$ cat src/rtl/cdps_pkg.sv
// Package for the continuous-DP spotting block: payload structs, column word,
// action and register codes, reset constants. No dependencies.
package cdps_pkg;

	// item actions
	localparam logic [1:0] ACT_LOAD    = 2'd0;
	localparam logic [1:0] ACT_STREAM  = 2'd1;
	localparam logic [1:0] ACT_RESTART = 2'd2;
	localparam logic [1:0] ACT_UNUSED  = 2'd3;

	// configuration register indexes
	localparam logic [1:0] REG_LIMIT  = 2'd0;
	localparam logic [1:0] REG_THRESH = 2'd1;

	localparam logic [15:0] LIMIT_RESET  = 16'd20000;
	localparam logic [15:0] THRESH_RESET = 16'd0;

	// start frame tag with bit 16 set: no path
	localparam logic [16:0] START_NONE = 17'h10000;

	typedef struct packed {
		logic [1:0] action;
		logic [7:0] sample;
		logic [6:0] ref_index;
		logic [6:0] block_height;
	} cdps_item_t;

	typedef struct packed {
		logic [15:0] frame_index;
		logic [15:0] end_distance;
		logic [15:0] start_frame;
		logic        path_found;
		logic        below_threshold;
	} cdps_result_t;

	// one row of the lattice state
	typedef struct packed {
		logic [15:0] ldist;
		logic [15:0] acc;
		logic [15:0] acc2;
		logic [16:0] start;
		logic [16:0] start2;
	} cdps_col_t;

	// last-row outcome of one column sweep
	typedef struct packed {
		logic        valid;
		logic [15:0] end_distance;
		logic [16:0] start;
	} cdps_fin_t;

endpackage

$ cat src/rtl/cdps_row_pipe.sv
// Row update pipeline: local distance, three weighted paths, path selection.
// Depends on cdps_pkg; fed by the column and reference memories of the top level.
module cdps_row_pipe import cdps_pkg::*; #(
	parameter int unsigned REF_LEN = 80
) (
	input  logic                       clk,
	input  logic                       arst_n,
	input  logic                       rd_en,
	input  logic [$clog2(REF_LEN)-1:0] rd_row,
	input  logic [7:0]                 ref_q,
	input  cdps_col_t                  col_q,
	input  logic [7:0]                 sample,
	input  logic [6:0]                 block_height,
	input  logic [15:0]                limit,
	input  logic [15:0]                frame,
	output logic                       wr_en,
	output logic [$clog2(REF_LEN)-1:0] wr_row,
	output cdps_col_t                  wr_word,
	output cdps_fin_t                  fin
);

	localparam int unsigned RW = $clog2(REF_LEN);
	localparam logic [RW-1:0] LAST_ROW = RW'(REF_LEN - 1);

	function automatic logic [15:0] sat19(input logic [18:0] v, input logic [15:0] lim);
		sat19 = (v >= {3'b000, lim}) ? lim : v[15:0];
	endfunction

	// s1: memory data valid
	logic          v_s1;
	logic [RW-1:0] row_s1;
	logic [7:0]    absd;
	logic          blocked;
	logic [15:0]   d_raw;
	logic [15:0]   d_new;

	always_ff @(posedge clk or negedge arst_n) begin
		if (!arst_n) begin
			v_s1 <= 1'b0;
		end else begin
			v_s1 <= rd_en;
		end
	end

	always_ff @(posedge clk) begin
		row_s1 <= rd_row;
	end

	always_comb begin
		absd    = (ref_q > sample) ? (ref_q - sample) : (sample - ref_q);
		blocked = (block_height != 7'd0) && (32'(row_s1) <= 32'(block_height));
		d_raw   = blocked ? limit : {8'd0, absd};
		d_new   = (d_raw >= limit) ? limit : d_raw;
	end

	// s2: candidate sums; keeps old entries of rows i-1 and i-2
	logic          v_s2;
	logic [RW-1:0] row_s2;
	logic [15:0]   d_s2;
	logic [15:0]   dm1_s2;
	cdps_col_t     e_s2;
	cdps_col_t     em1_s2;
	cdps_col_t     em2_s2;
	logic [18:0]   d3;
	logic [18:0]   dm3;
	logic [18:0]   sum1;
	logic [18:0]   sum2;
	logic [18:0]   sum3;
	logic [15:0]   c1;
	logic [15:0]   c2;
	logic [15:0]   c3;

	always_ff @(posedge clk or negedge arst_n) begin
		if (!arst_n) begin
			v_s2 <= 1'b0;
		end else begin
			v_s2 <= v_s1;
		end
	end

	always_ff @(posedge clk) begin
		if (v_s1) begin
			row_s2 <= row_s1;
			d_s2   <= d_new;
			dm1_s2 <= d_s2;
			e_s2   <= col_q;
			em1_s2 <= e_s2;
			em2_s2 <= em1_s2;
		end
	end

	always_comb begin
		d3   = 19'(d_s2) + (19'(d_s2) << 1);
		dm3  = 19'(dm1_s2) + (19'(dm1_s2) << 1);
		sum1 = 19'(em1_s2.acc2) + (19'(e_s2.ldist) << 1) + 19'(d_s2);
		sum2 = 19'(em1_s2.acc) + d3;
		sum3 = 19'(em2_s2.acc) + dm3 + d3;
		// row 0 restarts at 3*d
		c1   = (row_s2 == '0) ? sat19(d3, limit) : sat19(sum1, limit);
		c2   = sat19(sum2, limit);
		c3   = (row_s2 >= RW'(2)) ? sat19(sum3, limit) : limit;
	end

	// s3: select and write back
	logic          v_s3;
	logic [RW-1:0] row_s3;
	logic [15:0]   c1_s3;
	logic [15:0]   c2_s3;
	logic [15:0]   c3_s3;
	logic [16:0]   st1_s3;
	logic [16:0]   st2_s3;
	logic [16:0]   st3_s3;
	logic [15:0]   d_s3;
	logic [15:0]   acc_old_s3;
	logic [16:0]   st_old_s3;
	logic [15:0]   new_acc;
	logic [16:0]   new_start;

	always_ff @(posedge clk or negedge arst_n) begin
		if (!arst_n) begin
			v_s3 <= 1'b0;
		end else begin
			v_s3 <= v_s2;
		end
	end

	always_ff @(posedge clk) begin
		if (v_s2) begin
			row_s3     <= row_s2;
			c1_s3      <= c1;
			c2_s3      <= c2;
			c3_s3      <= c3;
			st1_s3     <= em1_s2.start2;
			st2_s3     <= em1_s2.start;
			st3_s3     <= em2_s2.start;
			d_s3       <= d_s2;
			acc_old_s3 <= e_s2.acc;
			st_old_s3  <= e_s2.start;
		end
	end

	// ties go to path 1, then 2, then 3
	always_comb begin
		if (row_s3 == '0) begin
			new_acc   = c1_s3;
			new_start = {1'b0, frame};
		end else if (c1_s3 <= c2_s3 && c1_s3 <= c3_s3 && c1_s3 < limit) begin
			new_acc   = c1_s3;
			new_start = st1_s3;
		end else if (c2_s3 <= c1_s3 && c2_s3 <= c3_s3 && c2_s3 < limit) begin
			new_acc   = c2_s3;
			new_start = st2_s3;
		end else if (c3_s3 <= c1_s3 && c3_s3 <= c2_s3 && c3_s3 < limit) begin
			new_acc   = c3_s3;
			new_start = st3_s3;
		end else begin
			new_acc   = limit;
			new_start = START_NONE;
		end
	end

	always_comb begin
		wr_en          = v_s3;
		wr_row         = row_s3;
		wr_word.ldist  = d_s3;
		wr_word.acc    = new_acc;
		wr_word.acc2   = acc_old_s3;
		wr_word.start  = new_start;
		wr_word.start2 = st_old_s3;
		fin.valid        = v_s3 && (row_s3 == LAST_ROW);
		fin.end_distance = new_acc;
		fin.start        = new_start;
	end

endmodule

$ cat config.mk
export PLATFORM = sky130hd
export DESIGN_NAME = cdps_row_pipe
export DESIGN_NICKNAME = d
export VERILOG_FILES = /design/src/rtl/cdps_pkg.sv /design/src/rtl/cdps_row_pipe.sv
export SDC_FILE = /design/constraint.sdc
export NUM_CORES = 1
export LEC_CHECK = 0
export ABC_AREA = 1
export BUFFER_PORTS_ARGS = -buffer_cell sky130_fd_sc_hd__buf_4
export CAP_MARGIN = 20
export CORE_MARGIN = 5
export CORE_UTILIZATION = 43
export CTS_CLUSTER_DIAMETER = 80
export DETAILED_ROUTE_END_ITERATION = 12
export PLACE_DENSITY_LB_ADDON = 0.3
export SLEW_MARGIN = 25
export SYNTH_ARGS = -nofsm -noshare
export SYNTH_HDL_FRONTEND = slang
export SYNTH_SLANG_ARGS = --single-unit
export TNS_END_PERCENT = 50
$ cat constraint.sdc
create_clock -name clk -period 5 [get_ports clk]
set_input_delay 0.75 -clock clk [delete_from_list [all_inputs] [get_ports clk]]
set_output_delay 0.75 -clock clk [all_outputs]
set_load 0.02 [all_outputs]
==> flow_summary.json <==
{
  "result_of_the_run": "finished clean",
  "finalCoreUtilization_pct": 53.58,
  "timing.critical_path.buf_inv": 4,
  "route.vias.total": 19060,
  "worst_tran_pin_value_ps": 966.5,
  "gr-usage-all-layers_pct": 23.20,
  "place.detailed.hpwl_um": 56830,
  "drive_gt1_share_pct": 21.53,
  "clkTransAtPathRegs_ps": 60,
  "io_pins": 271,
  "synth_area_um2": 23930,
  "grt-ovfl-total": 0,
  "cp.arrival_ps": 5370,
  "cts_max_path_buffers": 3,
  "drcViolationCount": 0,
  "firstDrtPassIters": 6,
  "synthesis_to_layout_area_growth_pct": 23.33,
  "antenna_found_initial": 0,
  "number_of_synthesized_flops_with_an_enable_pin": 375,
  "die_area_um2": 60480,
  "setup_violations": 0,
  "finalWeightedCongestion": 0.9845,
  "min_period_over_period_pct": 98.38,
  "max_clock_freq_mhz": 203.3,
  "ys_ff_latch": 385,
  "sequential_area_share_after_synthesis_pct": 47.95,
  "first_iter_violations": 1332,
  "setup.worst_path.class": "flop to flop",
  "standard_cell_core_area_um2": 55090,
  "pwr_density_nw_per_um2": 637.4,
  "power_leakage_uw": 0.01355,
  "cts-buffers-inserted": 41,
  "netlist.top_cell.by_area": "sky130_fd_sc_hd__edfxtp_1",
  "hold_class": "input port to flop",
  "finish.net_count": 3251,
  "grt_setup_unrepaired": "true",
  "tritoncts_sinks": 385,
  "clock_insertion_delay_worst_skew_ps": 580,
  "clock_skew_ps": 22.63,
  "slew_viol_final": 0,
  "cts_tree": "built",
  "vdd_drop_max_mv": 0.4047,
  "cell_with_the_most_instances_on_the_worst_path": "sky130_fd_sc_hd__nand2_2",
  "n_fill_cell": 4906,
  "maxCapViolCount": 0,
  "critPathTopFamily": "adder cells",
  "post_drt_wl_per_cell_um": 20.45,
  "yosys.cell_types.count": 53,
  "netlist_top_cells_area": "sky130_fd_sc_hd__edfxtp_1 47%, sky130_fd_sc_hd__ha_1 13%, sky130_fd_sc_hd__nand2_1 9.9%",
  "die_x_um": 245.9,
  "cts_root_buf": "sky130_fd_sc_hd__clkbuf_16",
  "area_share_of_the_largest_cell_type_after_synthesis_pct": 47.05,
  "vias_per_cell": 5.329,
  "ant_nets": 0,
  "netlist_instances": 2438,
  "syn-mean-instance-area_um2": 9.817,
  "die-height_um": 245.9,
  "synth-main-ff-cell": "sky130_fd_sc_hd__edfxtp_1",
  "grt_start_max_net_pins": 98,
  "post_layout_minimum_cycle_time_ps": 4919,
  "critical-path-max-stage-delay_ps": 500,
  "initial_utilization_pct": 43.44,
  "placement.io_buffers": 270,
  "timing.critical_path.to_type": "flop",
  "vias_in_the_first_global_route": 18650,
  "cts_max_level": 2,
  "worst_setup_path_start_kind": "flop",
  "worst-path-max-fanout": 5,
  "synthesis.yosys.warnings": 0,
  "postPlaceCellArea_um2": 27170,
  "placement_rows": 86,
  "design_area_um2": 29520,
  "slowest_stage": "sky130_fd_sc_hd__fa_1",
  "worstPathRequired_ps": 5450,
  "worst_slew_margin_rel_pct": 35.50,
  "grt_first_pass_wirelength_um": 108100,
  "timing_hold_violations_final": 0,
  "detail_route.wirelength_um": 73120,
  "n_antenna_cell": 0,
  "async_reset_ff_share_pct": 0.7792,
  "syn-num-nets": 2893
}
state kept, by name, indices dropped and copies added (netlist names), 16 cells and up:
signal and count:
st2_s3 17, st3_s3 17, d_s3 16, st1_s3 17, c3_s3 16, st_old_s3 17, dm1_s2 16, em1_s2 66
acc_old_s3 16, e_s2 82, c2_s3 16, em2_s2 33, c1_s3 16, d_s2 16
worst register-to-register path, cell delays in order, from the launching register on:
cell and delay, ps:
sky130_fd_sc_hd__edfxtp_1 430, sky130_fd_sc_hd__buf_6 160, sky130_fd_sc_hd__fa_2 430, sky130_fd_sc_hd__nand4_1 130
sky130_fd_sc_hd__o211ai_1 170, sky130_fd_sc_hd__xnor2_2 260, sky130_fd_sc_hd__inv_2 70, sky130_fd_sc_hd__fa_1 500
sky130_fd_sc_hd__ha_4 320, sky130_fd_sc_hd__nand2_2 60, sky130_fd_sc_hd__or2_4 240, sky130_fd_sc_hd__nand3_4 110
sky130_fd_sc_hd__a21o_1 170, sky130_fd_sc_hd__nand3_2 90, sky130_fd_sc_hd__nand4_1 100, sky130_fd_sc_hd__nand2_2 90
sky130_fd_sc_hd__ha_4 250, sky130_fd_sc_hd__nand2_2 70, sky130_fd_sc_hd__nor3_2 50, sky130_fd_sc_hd__a311oi_2 340
sky130_fd_sc_hd__nand2_4 130, sky130_fd_sc_hd__buf_12 160, sky130_fd_sc_hd__nor2_4 160, sky130_fd_sc_hd__buf_2 180
sky130_fd_sc_hd__nand2_1 50, sky130_fd_sc_hd__nand2_1 70
cell families (layout without fill, tap and decap cells):
logic type	count (synthesis)	in the layout	share of synthesized area, %
AND/OR/NAND/NOR	1074	1074	19.65
flip-flops	385	385	47.95
buffers and inverters	358	748	6.326
adder cells (fa/ha/maj)	308	308	17.73
AO/OA/AOI/OAI	258	258	6.331
XOR/XNOR	55	55	2.013
metrics by stage:
| stage | instances | setup WS [ps] | total power, uW | TNS, ps | hold WS [ps] |
|---|---|---|---|---|---|
| 3_5_place_dp | 3468 | -222.3 | 14090 | -4059 | 404.5 |
| 4_1_cts | 3546 | 4.802 | 17330 | 0 | 254.7 |
| 3_3_place_gp | 3467 | -10.27 | 13900 | -21.84 | 400.8 |
| 2_1_floorplan | 2438 | 53.15 | 10850 | 0 | 400.3 |
| 5_1_grt | 3576 | -119.1 | 20130 | -2063 | 251.9 |
| 6_report | 3576 | 81.17 | 18810 | 0 | 282.5 |
placed cells by master, fill, tap and decap left out, types with 12 or more instances in the layout:
cell                        count
sky130_fd_sc_hd__a21oi_1      118
sky130_fd_sc_hd__a21oi_2       16
sky130_fd_sc_hd__buf_4        374
sky130_fd_sc_hd__clkbuf_16     44
sky130_fd_sc_hd__edfxtp_1     375
sky130_fd_sc_hd__fa_1          50
sky130_fd_sc_hd__ha_1         235
sky130_fd_sc_hd__ha_4          19
sky130_fd_sc_hd__inv_1        272
sky130_fd_sc_hd__inv_2         12
sky130_fd_sc_hd__nand2_1      603
sky130_fd_sc_hd__nand2_2       33
sky130_fd_sc_hd__nand3_1      153
sky130_fd_sc_hd__nand4_1       89
sky130_fd_sc_hd__nor2_1       126
sky130_fd_sc_hd__nor3_1        19
sky130_fd_sc_hd__o21ai_0       55
sky130_fd_sc_hd__xor2_1        33
cell usage after synthesis, types with 2 or more instances:
library cell / count
sky130_fd_sc_hd__nand2_1: 629
sky130_fd_sc_hd__edfxtp_1: 375
sky130_fd_sc_hd__inv_1: 277
sky130_fd_sc_hd__ha_1: 256
sky130_fd_sc_hd__nand3_1: 158
sky130_fd_sc_hd__a21oi_1: 132
sky130_fd_sc_hd__nor2_1: 132
sky130_fd_sc_hd__nand4_1: 89
sky130_fd_sc_hd__o21ai_0: 64
sky130_fd_sc_hd__fa_1: 52
sky130_fd_sc_hd__xor2_1: 44
sky130_fd_sc_hd__buf_4: 37
sky130_fd_sc_hd__clkbuf_1: 20
sky130_fd_sc_hd__nor3_1: 20
sky130_fd_sc_hd__buf_2: 13
sky130_fd_sc_hd__o21bai_1: 11
sky130_fd_sc_hd__xnor2_1: 11
sky130_fd_sc_hd__a21o_1: 10
sky130_fd_sc_hd__inv_2: 8
sky130_fd_sc_hd__nand2_2: 8
sky130_fd_sc_hd__dfxtp_1: 7
sky130_fd_sc_hd__nand3_2: 7
sky130_fd_sc_hd__o21a_1: 7
sky130_fd_sc_hd__nor4_1: 6
sky130_fd_sc_hd__a21oi_2: 5
sky130_fd_sc_hd__a21oi_4: 5
sky130_fd_sc_hd__o221ai_1: 5
sky130_fd_sc_hd__a211oi_1: 4
sky130_fd_sc_hd__nand2_4: 4
sky130_fd_sc_hd__o211ai_1: 4
sky130_fd_sc_hd__or2_2: 4
sky130_fd_sc_hd__a21boi_0: 3
sky130_fd_sc_hd__dfrtp_1: 3
sky130_fd_sc_hd__nand3b_1: 3
sky130_fd_sc_hd__a31oi_1: 2
sky130_fd_sc_hd__buf_6: 2
sky130_fd_sc_hd__nor2_2: 2
sky130_fd_sc_hd__nor2_4: 2
sky130_fd_sc_hd__nor3b_1: 2
sky130_fd_sc_hd__o2111ai_1: 2
power by group:
part | total [uW] | switching, uW | internal [uW]
Clock | 3160 | 1300 | 1860
Sequential | 4290 | 327 | 3960
Combinational | 11400 | 6780 | 4580
per-layer routing:
metal  global-route usage [%]  up-vias  part of all wire, %
met5                        0        -                    0
met4                    7.893        0                  3.7
met3                    4.391      150                  7.3
met2                    37.52      746                   47
met1                    31.57     9098                   42
li1                         -     9064                    -
cell type report:
| type | count | area (um2) | area share [%] |
|---|---|---|---|
| clock buffer | 44 | 1059 | 3.586 |
| timing repair buffer | 388 | 3037 | 10.29 |
| inverter | 285 | 1072 | 3.633 |
| multi-input combinational | 1695 | 11580 | 39.25 |
| sequential | 385 | 11480 | 38.90 |
| clock inverter | 31 | 345.3 | 1.170 |
| tap | 748 | 935.9 | 3.171 |
final timing paths:
| kind | to | cells after the start | slack [ps] | start |
|---|---|---|---|---|
| setup / recovery | c3_s3[1] | 25 | 80 | d_s2[2] |
| hold / removal | row_s1[4] | 1 | 280 | rd_row[4] |
| setup reg to reg | c3_s3[1] | 25 | 80 | d_s2[2] |
| hold reg to reg | st3_s3[2] | 0 | 410 | em2_s2[19] |
| max in group asynchronous | v_s2 | 2 | 4370 | arst_n |
| min in group asynchronous | v_s1 | 2 | 520 | arst_n |
repair_timing:
action | CTS | global route
setup buffers | 2 | 27
endpoints found under the hold margin | 3 | 0
endpoints found under the setup margin | 32 | 32
gates cloned | 0 | 3
pin swaps | 1 | 60
hold buffers | 1 | 0
resized for setup | 4 | 132
No activity file was read; power rests on OpenSTA's default activity.
